--- config.mk ---
export PLATFORM = sky130hd
export DESIGN_NAME = port_power_sequencer_core_flat
export DESIGN_NICKNAME = d
export VERILOG_FILES = /design/src/rtl/pps_pkg.sv /design/src/rtl/pps_item_if.sv /design/src/rtl/pps_result_if.sv /design/src/rtl/port_power_sequencer_core.sv /design/src/flat_wrapper.sv
export VERILOG_INCLUDE_DIRS = /design/src /design/src/rtl
export SDC_FILE = /design/constraint.sdc
export NUM_CORES = 1
export LEC_CHECK = 0
export ABC_CLOCK_PERIOD_IN_PS = 3940
export BUFFER_PORTS_ARGS = -buffer_cell sky130_fd_sc_hd__buf_2
export CAP_MARGIN = 20
export CORE_UTILIZATION = 55
export CTS_CLUSTER_SIZE = 28
export DETAILED_ROUTE_END_ITERATION = 8
export GPL_ROUTABILITY_DRIVEN = 0
export PLACE_DENSITY = 0.8
export SLEW_MARGIN = 40
export SYNTH_ARGS = -nofsm -noshare
export SYNTH_HDL_FRONTEND = slang
export SYNTH_SLANG_ARGS = --single-unit
export TNS_END_PERCENT = 30
--- constraint.sdc ---
create_clock -name clk -period 3.94 [get_ports clk]
set_clock_uncertainty 0.15 [all_clocks]
set_input_delay 0.394 -clock clk [delete_from_list [all_inputs] [get_ports clk]]
set_output_delay 0.394 -clock clk [all_outputs]
set_load 0.02 [all_outputs]
--- src/rtl/port_power_sequencer_core_assert.svh ---
// assertion macros shared by the port power sequencer rtl
`ifndef PORT_POWER_SEQUENCER_CORE_ASSERT_SVH
`define PORT_POWER_SEQUENCER_CORE_ASSERT_SVH

// same-cycle implication, checked out of reset
`define PPS_ASSERT_IMPL(label, clk, rst_n, ante, cons, msg) \
	label: assert property (@(posedge clk) disable iff (!(rst_n)) (ante) |-> (cons)) \
		else $error(msg);

// next-cycle implication, checked out of reset
`define PPS_ASSERT_NEXT(label, clk, rst_n, ante, cons, msg) \
	label: assert property (@(posedge clk) disable iff (!(rst_n)) (ante) |=> (cons)) \
		else $error(msg);

`endif

--- src/rtl/pps_pkg.sv ---
// types and constants of the port power sequencer
`default_nettype none

package pps_pkg;

	localparam int NumPorts = 4;

	// command words and header byte
	localparam logic [31:0] CMD_ALL_OFF = 32'hA201_01A0;
	localparam logic [31:0] CMD_ALL_ON  = 32'hA100_01A0;
	localparam logic [31:0] CMD_STATUS  = 32'hFDFF_FFFF;
	localparam logic [7:0]  HDR_DIRECT  = 8'hF0;

	// item kinds
	localparam logic FUNC_TICK = 1'b0;
	localparam logic FUNC_CMD  = 1'b1;

	// configuration register indexes
	typedef enum logic [1:0] {
		REG_DEFAULT_ON = 2'd0,
		REG_GROUP      = 2'd1,
		REG_POLARITY   = 2'd2,
		REG_UNUSED     = 2'd3
	} reg_index_t;

	localparam logic [3:0] DEFAULT_ON_RESET = 4'h7;
	localparam logic [3:0] GROUP_RESET      = 4'hF;
	localparam logic [3:0] POLARITY_RESET   = 4'h8;

	typedef enum logic [3:0] {
		MODE_IDLE  = 4'b0001,
		MODE_OFF   = 4'b0010,
		MODE_ON    = 4'b0100,
		MODE_START = 4'b1000
	} seq_mode_t;

endpackage

`default_nettype wire

--- src/rtl/pps_item_if.sv ---
// input item channel: tick or command word
`default_nettype none

interface pps_item_if;
	logic        valid;
	logic        ready;
	logic        func;
	logic        button;
	logic [31:0] cmd_word;

	modport source (output valid, output func, output button, output cmd_word, input ready);
	modport sink (input valid, input func, input button, input cmd_word, output ready);
endinterface

`default_nettype wire

--- src/rtl/pps_result_if.sv ---
// result channel: pin levels and readback reply
`default_nettype none

interface pps_result_if;
	logic        valid;
	logic        ready;
	logic [3:0]  port_pins;
	logic        checksum_ok;
	logic        reply_valid;
	logic [3:0]  reply_pins;
	logic [31:0] reply_settings;

	modport source (output valid, output port_pins, output checksum_ok, output reply_valid,
		output reply_pins, output reply_settings, input ready);
	modport sink (input valid, input port_pins, input checksum_ok, input reply_valid,
		input reply_pins, input reply_settings, output ready);
endinterface

`default_nettype wire

--- src/rtl/port_power_sequencer_core.sv ---
// port power sequencer: four enable pins driven by ticks and command words
//
// channels: item (sink) carries a tick with a button sample or a 32-bit
// command word; result (source) returns one result per item with the pin
// levels after it, the checksum flag and the status readback reply.
// configuration: write port cfg_we/cfg_index/cfg_data; the user must write it
// only while idle, the block itself does not enforce this. an accepted item
// passes through the input register, then through the sequencer logic into the
// result register. throughput: one item per cycle while results are taken; the
// input register advances whenever the result register is empty or being taken,
// so a stalled receiver only backs up the two stages and then drops item.ready.
// reset: pins low, sequencer set to walk the default levels out one port per
// tick, group marked on, cooldown zero, registers at their reset values.
// a button press is taken only when the cooldown is zero and reloads it to
// COOLDOWN_TICKS - 1; each tick drives one port of the running sequence.
`default_nettype none

module port_power_sequencer_core #(
	parameter int COOLDOWN_TICKS = 10
) (
	input  wire logic       clk,
	input  wire logic       arst_n,
	input  wire logic       cfg_we,
	input  wire logic [1:0] cfg_index,
	input  wire logic [3:0] cfg_data,
	pps_item_if.sink        item,
	pps_result_if.source    result
);

`include "port_power_sequencer_core_assert.svh"

	localparam int CdW = $clog2(COOLDOWN_TICKS + 1);

	// configuration
	logic [3:0] default_on_q, group_q, polarity_q;

	// sequencer state
	logic [3:0]          pins_q;
	pps_pkg::seq_mode_t  mode_q;
	logic [1:0]          seq_port_q;
	logic                ports_on_q;
	logic [CdW-1:0]      cooldown_q;

	// input stage
	logic        valid_s1;
	logic        func_s1;
	logic        button_s1;
	logic [31:0] cmd_word_s1;

	// result stage
	logic        valid_s2;
	logic [3:0]  port_pins_s2;
	logic        checksum_ok_s2;
	logic        reply_valid_s2;
	logic [3:0]  reply_pins_s2;
	logic [31:0] reply_settings_s2;

	logic advance;

	// next-state logic
	logic [3:0]         pins_n;
	pps_pkg::seq_mode_t mode_n;
	logic [1:0]         seq_port_n;
	logic               ports_on_n;
	logic [CdW-1:0]     cooldown_n;
	logic               ck_ok;
	logic               rv;
	logic [31:0]        rset;
	logic [7:0]         b0, b1, b2, b3;
	logic               press;
	logic [1:0]         direct_idx;

	assign advance     = valid_s1 && (!valid_s2 || result.ready);
	assign item.ready  = !valid_s1 || advance;

	always_ff @(posedge clk or negedge arst_n) begin
		if (!arst_n) begin
			default_on_q <= pps_pkg::DEFAULT_ON_RESET;
			group_q      <= pps_pkg::GROUP_RESET;
			polarity_q   <= pps_pkg::POLARITY_RESET;
		end else if (cfg_we) begin
			unique case (pps_pkg::reg_index_t'(cfg_index))
				pps_pkg::REG_DEFAULT_ON: default_on_q <= cfg_data;
				pps_pkg::REG_GROUP:      group_q      <= cfg_data;
				pps_pkg::REG_POLARITY:   polarity_q   <= cfg_data;
				default: ;
			endcase
		end
	end

	always_comb begin
		b0 = cmd_word_s1[7:0];
		b1 = cmd_word_s1[15:8];
		b2 = cmd_word_s1[23:16];
		b3 = cmd_word_s1[31:24];
		pins_n     = pins_q;
		mode_n     = mode_q;
		seq_port_n = seq_port_q;
		ports_on_n = ports_on_q;
		cooldown_n = cooldown_q;
		ck_ok      = 1'b0;
		rv         = 1'b0;
		rset       = '0;
		press      = 1'b0;
		direct_idx = 2'(b1 - 8'd1);

		if (func_s1 == pps_pkg::FUNC_TICK) begin
			press = button_s1 && (cooldown_q == '0);
			if (press) begin
				mode_n     = ports_on_q ? pps_pkg::MODE_OFF : pps_pkg::MODE_ON;
				seq_port_n = 2'd0;
				ports_on_n = !ports_on_q;
			end
			// one port of the running sequence per tick
			unique case (mode_n)
				pps_pkg::MODE_IDLE: ;
				pps_pkg::MODE_START: pins_n[seq_port_n] = default_on_q[seq_port_n];
				pps_pkg::MODE_OFF: begin
					if (group_q[seq_port_n])
						pins_n[seq_port_n] = polarity_q[seq_port_n];
				end
				pps_pkg::MODE_ON: begin
					if (group_q[seq_port_n])
						pins_n[seq_port_n] = !polarity_q[seq_port_n];
				end
				default: ;
			endcase
			if (mode_n != pps_pkg::MODE_IDLE) begin
				if (seq_port_n == 2'd3) begin
					mode_n     = pps_pkg::MODE_IDLE;
					seq_port_n = 2'd0;
				end else begin
					seq_port_n = seq_port_n + 2'd1;
				end
			end
			if (press)
				cooldown_n = CdW'(COOLDOWN_TICKS - 1);
			else if (cooldown_q != '0)
				cooldown_n = cooldown_q - 1'b1;
		end else begin
			ck_ok = (8'(b0 + b1 + b2) == b3);
			if (ck_ok) begin
				if (cmd_word_s1 == pps_pkg::CMD_ALL_OFF) begin
					mode_n     = pps_pkg::MODE_OFF;
					seq_port_n = 2'd0;
					ports_on_n = 1'b0;
				end else if (cmd_word_s1 == pps_pkg::CMD_ALL_ON) begin
					mode_n     = pps_pkg::MODE_ON;
					seq_port_n = 2'd0;
					ports_on_n = 1'b1;
				end else if (cmd_word_s1 == pps_pkg::CMD_STATUS) begin
					rv = 1'b1;
					for (int k = 0; k < pps_pkg::NumPorts; k++)
						rset[8*k +: 8] = {5'd0, polarity_q[k], group_q[k], default_on_q[k]};
				end else if (b0 == pps_pkg::HDR_DIRECT && b1 >= 8'd1 && b1 <= 8'd4) begin
					pins_n[direct_idx] = b2[0];
				end
			end
		end
	end

	always_ff @(posedge clk or negedge arst_n) begin
		if (!arst_n) begin
			valid_s1   <= 1'b0;
			valid_s2   <= 1'b0;
			pins_q     <= '0;
			mode_q     <= pps_pkg::MODE_START;
			seq_port_q <= 2'd0;
			ports_on_q <= 1'b1;
			cooldown_q <= '0;
		end else begin
			if (item.ready)
				valid_s1 <= item.valid;
			if (advance) begin
				valid_s2   <= 1'b1;
				pins_q     <= pins_n;
				mode_q     <= mode_n;
				seq_port_q <= seq_port_n;
				ports_on_q <= ports_on_n;
				cooldown_q <= cooldown_n;
			end else if (result.ready) begin
				valid_s2 <= 1'b0;
			end
		end
	end

	always_ff @(posedge clk) begin
		if (item.valid && item.ready) begin
			func_s1     <= item.func;
			button_s1   <= item.button;
			cmd_word_s1 <= item.cmd_word;
		end
		if (advance) begin
			port_pins_s2      <= pins_n;
			checksum_ok_s2    <= ck_ok;
			reply_valid_s2    <= rv;
			reply_pins_s2     <= rv ? pins_q : 4'd0;
			reply_settings_s2 <= rset;
		end
	end

	assign result.valid          = valid_s2;
	assign result.port_pins      = port_pins_s2;
	assign result.checksum_ok    = checksum_ok_s2;
	assign result.reply_valid    = reply_valid_s2;
	assign result.reply_pins     = reply_pins_s2;
	assign result.reply_settings = reply_settings_s2;

	`PPS_ASSERT_IMPL(a_reply_needs_checksum, clk, arst_n,
		valid_s2 && reply_valid_s2, checksum_ok_s2, "readback reply without good checksum")
	`PPS_ASSERT_IMPL(a_reply_pins_match, clk, arst_n,
		valid_s2 && reply_valid_s2, reply_pins_s2 == port_pins_s2,
		"readback changed the pins")
	`PPS_ASSERT_IMPL(a_idle_port_zero, clk, arst_n,
		mode_q == pps_pkg::MODE_IDLE, seq_port_q == 2'd0, "idle sequencer off first port")
	`PPS_ASSERT_NEXT(a_cooldown_counts, clk, arst_n,
		advance && func_s1 == pps_pkg::FUNC_TICK && cooldown_q != '0,
		cooldown_q == $past(cooldown_q) - 1'b1, "cooldown did not count down")

endmodule

`default_nettype wire
--- src/flat_wrapper.sv ---
// flat-port wrapper written by rule: the top's interface ports become plain ports
module port_power_sequencer_core_flat 
#(
	parameter int COOLDOWN_TICKS = 10
)
  (clk, arst_n, cfg_we, cfg_index, cfg_data, item_valid, item_func, item_button, item_cmd_word, item_ready, result_valid, result_port_pins, result_checksum_ok, result_reply_valid, result_reply_pins, result_reply_settings, result_ready);
  pps_item_if item_i ();
  pps_result_if result_i ();
  input  wire logic clk;
  input  wire logic arst_n;
  input  wire logic cfg_we;
  input  wire logic [1:0] cfg_index;
  input  wire logic [3:0] cfg_data;
  input wire logic [$bits(item_i.valid)-1:0] item_valid;
  input wire logic [$bits(item_i.func)-1:0] item_func;
  input wire logic [$bits(item_i.button)-1:0] item_button;
  input wire logic [$bits(item_i.cmd_word)-1:0] item_cmd_word;
  output wire logic [$bits(item_i.ready)-1:0] item_ready;
  output wire logic [$bits(result_i.valid)-1:0] result_valid;
  output wire logic [$bits(result_i.port_pins)-1:0] result_port_pins;
  output wire logic [$bits(result_i.checksum_ok)-1:0] result_checksum_ok;
  output wire logic [$bits(result_i.reply_valid)-1:0] result_reply_valid;
  output wire logic [$bits(result_i.reply_pins)-1:0] result_reply_pins;
  output wire logic [$bits(result_i.reply_settings)-1:0] result_reply_settings;
  input wire logic [$bits(result_i.ready)-1:0] result_ready;
  assign item_i.valid = item_valid;
  assign item_i.func = item_func;
  assign item_i.button = item_button;
  assign item_i.cmd_word = item_cmd_word;
  assign item_ready = item_i.ready;
  assign result_valid = result_i.valid;
  assign result_port_pins = result_i.port_pins;
  assign result_checksum_ok = result_i.checksum_ok;
  assign result_reply_valid = result_i.reply_valid;
  assign result_reply_pins = result_i.reply_pins;
  assign result_reply_settings = result_i.reply_settings;
  assign result_i.ready = result_ready;
  port_power_sequencer_core #(.COOLDOWN_TICKS(COOLDOWN_TICKS)) u_core (.clk(clk), .arst_n(arst_n), .cfg_we(cfg_we), .cfg_index(cfg_index), .cfg_data(cfg_data), .item(item_i), .result(result_i));
endmodule
---- Word-level counts from Yosys, hierarchy flattened ----
Cells that the tools add are included.
cells by class
  add/subtract/negate cells ............... 5
  multiply operators ...................... 0
  div/mod/pow operators ................... 0
  magnitude comparators ................... 6
  equality and inequality tests ........... 14
  shift operators ......................... 0
  muxes and demuxes ....................... 54
  bitwise gates (word level) .............. 3
  reductions and logical operators ........ 27
operators by type and width
  cell                                                             number
  == test 32 bit (second input constant)                           3
  two-way mux 4 bit                                                18
  two-way mux 1 bit                                                17
  adder 8 bit                                                      2
  bitwise mux 4 bit                                                4
  two-way mux 2 bit                                                8
  one-hot mux 4 bit (3 select lines)                               1
  == test 8 bit                                                    1
  == test 8 bit (second input constant)                            1
  >= comparator 8 x 1 -> 1 bit (second input constant)             1
  less-or-equal comparator 8 x 3 -> 1 bit (second input constant)  1
  logical AND 1 bit                                                7
  binary-select mux 1 bit (select 2 bit)                           3
  less-than comparator 2 x 3 -> 1 bit (second input constant)      2
  AND reduction 2 bit                                              3
  AND reduction 3 bit                                              2
  nonzero test 2 bit                                               3
  OR reduction 5 bit                                               1
  demux 1 bit (select 2 bit)                                       2
  == test 2 bit (second input constant)                            2
  == test 4 x 2 -> 1 bit (second input constant)                   1
  == test 4 x 3 -> 1 bit (second input constant)                   1
  == test 4 bit (second input constant)                            1
  >= comparator 2 x 1 -> 1 bit (second input constant)             2
  other kinds (16)                                                 22
storage, ports and cells
  register bits ........................... 105
  latch bits .............................. 0
  RAM bits ................................ 0
  ROM bits ................................ 0
  input port bits ......................... 45
  output and inout port bits .............. 44
  logic and storage cells ................. 128
  memories ................................ 0

---- Logic depth before layout (Yosys ltp) ----
  depth after elaboration ................. 12
  gate-level depth with buffers ........... 12
  gate-level depth less buffers ........... 11

---- Worst setup path before layout ----
Ideal clock, no wire load.
  path type ............................... register to register
  start ................................... reg u_core.cmd_word_s1[9]
  end ..................................... reg u_core.port_pins_s2[2] (netlist: u_core.result.port_pins[2]), data pin
  setup time .............................. 0.259 ns
  arrival ................................. 3.000 ns
  slack ................................... 0.531 ns
  stages on the path, launching flop included .. 10
  period minus slack after synthesis ...... 3.409 ns
  cells stage by stage .................... edfxtp_1 > fa_1 > ha_1 > fa_1 > xor2_1 > nor4_1 > nand3_1 > nor4_4 > a21boi_0 > o31a_1
on the way
  cells in the longest elaborated chain, start to end .. 12
  elaborated cells on any way between the ends .. 23
ends and longest elaborated chain
  item                                                                                                              line                              source
  start: declaration                                                                                                port_power_sequencer_core.sv:48   logic [31:0] cmd_word_s1;
  start signal: assignment                                                                                          port_power_sequencer_core.sv:191  cmd_word_s1 <= item.cmd_word;
  subtractor 2 x 1 -> 2 bit                                                                                         port_power_sequencer_core.sv:105  direct_idx = 2'(b1 - 8'd1);
  less-than comparator 2 x 3 -> 1 bit (not written as such) / >= comparator 2 x 1 -> 1 bit (equally long branches)  port_power_sequencer_core.sv:156  pins_n[direct_idx] = b2[0];
  logical AND 1 bit (not written as such)                                                                           port_power_sequencer_core.sv:156
  two-way mux 1 bit (not written as such)                                                                           port_power_sequencer_core.sv:156
  demux 1 bit (select 2 bit)                                                                                        -
  bitwise mux 4 bit                                                                                                 port_power_sequencer_core.sv:156
  two-way mux 4 bit                                                                                                 port_power_sequencer_core.sv:155  end else if (b0 == pps_pkg::HDR_DIRECT && b1 >= 8'd1 && b1 <= 8'd4) begin
  two-way mux 4 bit                                                                                                 port_power_sequencer_core.sv:151  end else if (cmd_word_s1 == pps_pkg::CMD_STATUS) begin
  two-way mux 4 bit                                                                                                 port_power_sequencer_core.sv:147  end else if (cmd_word_s1 == pps_pkg::CMD_ALL_ON) begin
  two-way mux 4 bit                                                                                                 port_power_sequencer_core.sv:143  if (cmd_word_s1 == pps_pkg::CMD_ALL_OFF) begin
  two-way mux 4 bit *                                                                                               port_power_sequencer_core.sv:142  if (ck_ok) begin
  two-way mux 4 bit *                                                                                               port_power_sequencer_core.sv:107  if (func_s1 == pps_pkg::FUNC_TICK) begin
  named net u_core.pins_n[2]                                                                                        port_power_sequencer_core.sv:61   logic [3:0] pins_n;
  end signal: assignment                                                                                            port_power_sequencer_core.sv:194  port_pins_s2 <= pins_n;
  end: declaration                                                                                                  port_power_sequencer_core.sv:52   logic [3:0] port_pins_s2;
Mark *: on every way through the listed nets, which the timed path passes. The rest lies on a longest branch.
A chain may end at the register's enable or synchronous reset.

---- Worst setup path in the final report ----
  start ................................... reg u_core.cmd_word_s1[9]
  end ..................................... reg u_core.port_pins_s2[1] (netlist: u_core.result.port_pins[1]), data pin
The elaborated chain is that of the path after synthesis.

==> results <==
- The share of total power in the clock network is 21.6%.
- The area used by sequential logic in the layout is 0.00242 mm².
- The setup-violating endpoint count in the final report is 0.
- The height of the die is 92.8 µm.
- The normalized max-slew margin is 48.9%.
- The combined global-route utilization of all metal layers is 22.0%.
- Detailed routing inserted a total of 3215 vias.
- STA classifies the critical path startpoint as a flop.
- The CTS tree is done.
- At the pin with the least slew margin, the transition time is 0.764 ns.
- The highest metal layer with signal wires is met4.
- Across the VDD grid, the largest voltage drop is 0.266 mV.
- Entering global routing, the biggest net connects 35 pins.
- The net switching power is 0.869 mW.
- The accumulated negative setup slack is 0 ns.
- The number of hold-slack violations in the final timing report is 0.
- Detailed placement ended at an HPWL of 6630 µm.
- The final layout contains routed wiring with a total length of 8810 µm.
- After clock tree synthesis, the clock-pin slew on the worst setup and hold paths is 0.08 ns.
- In this run the worst path has a maximum fanout of 14.
- The area used by multi-input combinational logic is 0.00197 mm².
- The sequential-to-total area share from yosys stat is 53.3%.
- After detailed routing, the number of remaining DRC violations is 0.
- The largest area contributor in the synthesized netlist is sky130_fd_sc_hd__edfxtp_1.
- The routed design uses 589 µm of met3 wire.
- After synthesis, the netlist uses 61 different library cells.
- The CTS buffer count is 9.
- The run finished with clean final reports.
- Of the total synthesized cell area, the portion taken by AND, OR, NAND and NOR gates is 17.8%.
- The internal portion of the total power is 1.67 mW.
- Based on the critical path, the design can be clocked at up to 279 MHz.
- The analysis attributes to cell leakage a power of 2.10 nW.
- The tightest min-delay check is of the input pin to flop type.
- The synthesized netlist devotes 9.27% of its cell area to compound gates.
- The multiplexer share of the synthesized area is 4.41%.
- The number of synthesized flops with an enable pin is 56.
- The width of the die is 92.8 µm.
- The post-detailed-route count of antenna-violating nets is 0.
- The initial antenna violation count came to 0.
- The clock sink total is 85.
- After detailed routing, the wire length on met1 is 3920 µm.
- At the worst endpoint, the required time is 3.89 ns.
- The worst path uses 91.0% of the clock period.
- Buffers placed on the I/O ports in this run total 68.
- The arrival time at the worst endpoint is 3.54 ns.
- The placeable core area is 0.00785 mm².
- Measured on the finished design, the core utilization comes to 65.0%.
- After synthesis the cells add up to 0.00454 mm².
- The top flip-flop cell by instance count after synthesis is sky130_fd_sc_hd__edfxtp_1.
- The number of standard-cell rows in the floorplan is 32.
- Summed over its instances, the top area cell type makes up 37.1% of the synthesized netlist area.
- The total number of nets in the final design is 524.
- The buffer type at the clock tree root is sky130_fd_sc_hd__clkbuf_8.
- The deepest clock path buffer count is 2.
- The number of pins with negative max-slew slack in the final report is 0.
- The synthesized netlist devotes 3.39% of its cell area to XOR and XNOR gates.
- By area the synthesized netlist is led by sky130_fd_sc_hd__edfxtp_1 37%, sky130_fd_sc_hd__dfrtp_1 10%, sky130_fd_sc_hd__dfstp_2 5.8%, sky130_fd_sc_hd__fa_1 3.5%, sky130_fd_sc_hd__buf_4 3.3%.
- In the routed layout, each cell is associated on average with a via count of 5.68.
- The final global-route overflow total is 0.
- The number of warnings printed during yosys synthesis is 0.
- Synthesis inferred 85 register bits.
- The mean instance size in the synthesized netlist is 11.8 µm².
- The effective utilization at floorplan is 57.8%.
- The kind of end point of the critical path is a flop.
- The global-route wire length before repair is 14500 µm.
- Setup repair after global routing left no endpoint under its margin.
- The part of the total power dissipated in sequential elements is 49.1%.
- The cell with the most instances after synthesis is sky130_fd_sc_hd__edfxtp_1.
- The depth of the CTS H-tree is 3.
- Counting flops with an async set or reset pin after synthesis yields a share of 34.1%.
- The number of I/O pins is 89.
- The die covers 0.00862 mm².
- Per report_power, the combinational group accounts for 29.3% of the total.
- The fraction of final layout cells sized beyond drive strength 1 is 25.4%.
- The number of global-route vias before repair is 3023.
- The largest family of logic cells by synthesized area is simple AND/OR/NAND/NOR gates.
- The time the worst path needs with I/O delays and setup is 3.58 ns.
- In the detailed route, the total length drawn on met2 is 4160 µm.
- By count the netlist is led by 56 x sky130_fd_sc_hd__edfxtp_1, 30 x sky130_fd_sc_hd__nand2_1, 20 x sky130_fd_sc_hd__buf_4, 20 x sky130_fd_sc_hd__nor2_1.
- Synthesis produced a netlist whose cell count is 384.
- The total power per unit cell area is 498 mW/mm².
- The worst setup path is of the flop to flop kind.
- The detailed-route wire length per cell is 15.6 µm.
- The clock reaches the later pin of the worst-skew pair after 0.36 ns.
- The number of violations of the max-capacitance limit is 0.
- The adder-cell share of the synthesized area is 6.84%.
- The switching portion of total power is 34.3%.
- The setup fix buffers added after clock tree synthesis is 0.
- The total of fill cells in the finished design is 610.
- The area growth from synthesis to layout is 12.4%.
- 0 antenna diodes ended up in the layout.
- The length of the first detailed-routing pass in iterations is 5.
- In this run, the number of DRC markers left after iteration 0 of detailed routing was 168.
## worst paths after layout
check,start,slack [ns],endpoint,depth (start not counted)
max,u_core.cmd_word_s1[9]$_DFFE_PP_,0.36,u_core.result.port_pins[1]$_DFFE_PP_,11
max reg2reg,u_core.cmd_word_s1[9]$_DFFE_PP_,0.36,u_core.result.port_pins[1]$_DFFE_PP_,11
min reg2reg,u_core.mode_q[3]$_DFFE_PN1P_,0.37,u_core.mode_q[3]$_DFFE_PN1P_,1
min,item_cmd_word[23],0.05,u_core.cmd_word_s1[23]$_DFFE_PP_,1
max in group asynchronous,arst_n,2.76,u_core.pins_q[1]$_DFFE_PN0P_,2
min in group asynchronous,arst_n,0.45,u_core.result.valid$_DFFE_PN0P_,2
## worst max-delay path, stage by stage (launching register included)
cell and delay (ns):
sky130_fd_sc_hd__edfxtp_1 0.47, sky130_fd_sc_hd__fa_1 0.49, sky130_fd_sc_hd__ha_1 0.24, sky130_fd_sc_hd__fa_1 0.41, sky130_fd_sc_hd__xnor2_1 0.21, sky130_fd_sc_hd__xnor2_1 0.09
sky130_fd_sc_hd__nor4_1 0.27, sky130_fd_sc_hd__nand3_1 0.23, sky130_fd_sc_hd__nor4_4 0.33, sky130_fd_sc_hd__buf_4 0.23, sky130_fd_sc_hd__and3_1 0.18, sky130_fd_sc_hd__nor3_2 0.04
## routing by layer
metal	global-route usage [%]	vias to the layer above
li1	-	1534
met1	30.2	1533
met2	34.9	133
met3	5.34	15
met4	6.54	0
met5	0	-
## through the flow
stage	power, mW	hold slack (ns)	instance area (µm²)	worst slack [ns]	instances
2_1_floorplan	1.82	-0.0516	4610	0.531	403
3_3_place_gp	1.96	0.309	4920	0.478	549
4_1_cts	2.55	0.0453	5100	0.383	566
5_1_grt	2.69	0.0388	5100	0.0471	566
3_5_place_dp	2.00	0.316	4920	0.374	549
6_report	2.54	0.0512	5100	0.355	566
## cell families after synthesis
kind of cell | Yosys count
AND/OR/NAND/NOR | 147
flip-flops | 85
AO/OA/AOI/OAI | 62
buffers and inverters | 37
adder cells (fa/ha/maj) | 20
XOR/XNOR | 16
multiplexers | 16
other | 1
## sequential cells by signal (all words and copies together), names as in the netlist
name,flops
u_core.group_q,4
u_core.valid_s1,1
u_core.result.reply_valid,1
u_core.result.reply_pins,4
u_core.polarity_q,4
u_core.pins_q,4
u_core.ports_on_q,1
u_core.default_on_q,4
u_core.result.port_pins,4
u_core.func_s1,1
u_core.button_s1,1
u_core.seq_port_q,2
u_core.result.reply_settings,12
u_core.cmd_word_s1,32
u_core.cooldown_q,4
u_core.result.valid,1
u_core.result.checksum_ok,1
u_core.mode_q,4
## cell type report
cell class / instances / share of cell area (%)
clock buffers: 12 / 2.85
flip-flops and latches: 85 / 47.5
well taps: 102 / 2.50
repair buffers: 73 / 7.46
inverters: 9 / 0.663
clock inverters: 4 / 0.491
multi-input cells: 281 / 38.6
## what timing repair did
item / in CTS / in global routing
endpoints found under the hold margin: 19 / 0
gates resized for setup: 0 / 0
hold buffers: 1 / 0
## power groups by stage
stage | clock network, mW | logic, mW | registers [mW]
final | 0.548 | 0.744 | 1.25
after global routing | 0.593 | 0.828 | 1.27
after detailed placement | 0 | 0.736 | 1.26
after CTS | 0.559 | 0.741 | 1.25
after global placement | 0 | 0.705 | 1.25
after floorplan | 0 | 0.592 | 1.22
## layout by cell type (no fill, tap or decap), types with 2 or more instances in the layout
cell	count
sky130_fd_sc_hd__nand2_1	30
sky130_fd_sc_hd__a31o_2	2
sky130_fd_sc_hd__clkbuf_8	10
sky130_fd_sc_hd__a21o_1	4
sky130_fd_sc_hd__buf_4	4
sky130_fd_sc_hd__mux2_2	12
sky130_fd_sc_hd__clkinvlp_4	2
sky130_fd_sc_hd__mux2i_1	2
sky130_fd_sc_hd__nand3b_1	4
sky130_fd_sc_hd__a22oi_1	2
sky130_fd_sc_hd__and3_1	4
sky130_fd_sc_hd__nand4b_1	2
sky130_fd_sc_hd__dfstp_2	10
sky130_fd_sc_hd__nor3b_1	4
sky130_fd_sc_hd__nor3_2	2
sky130_fd_sc_hd__nor4_1	7
sky130_fd_sc_hd__a22o_1	2
sky130_fd_sc_hd__clkinv_2	2
sky130_fd_sc_hd__xnor2_1	7
sky130_fd_sc_hd__a211oi_1	5
sky130_fd_sc_hd__o21a_1	2
sky130_fd_sc_hd__clkbuf_1	2
sky130_fd_sc_hd__xor2_1	8
sky130_fd_sc_hd__and2_1	19
sky130_fd_sc_hd__inv_1	9
sky130_fd_sc_hd__nand2b_1	5
sky130_fd_sc_hd__ha_1	12
sky130_fd_sc_hd__nand3_1	18
sky130_fd_sc_hd__conb_1	20
sky130_fd_sc_hd__buf_2	68
sky130_fd_sc_hd__o211a_1	3
sky130_fd_sc_hd__a21oi_1	11
sky130_fd_sc_hd__dfrtp_1	19
sky130_fd_sc_hd__mux4_2	2
sky130_fd_sc_hd__nor2_1	20
sky130_fd_sc_hd__edfxtp_1	56
sky130_fd_sc_hd__nor3_1	16
sky130_fd_sc_hd__fa_1	8
sky130_fd_sc_hd__o21ai_0	17
sky130_fd_sc_hd__nand4_1	8
(Power assumes the default switching activity.)
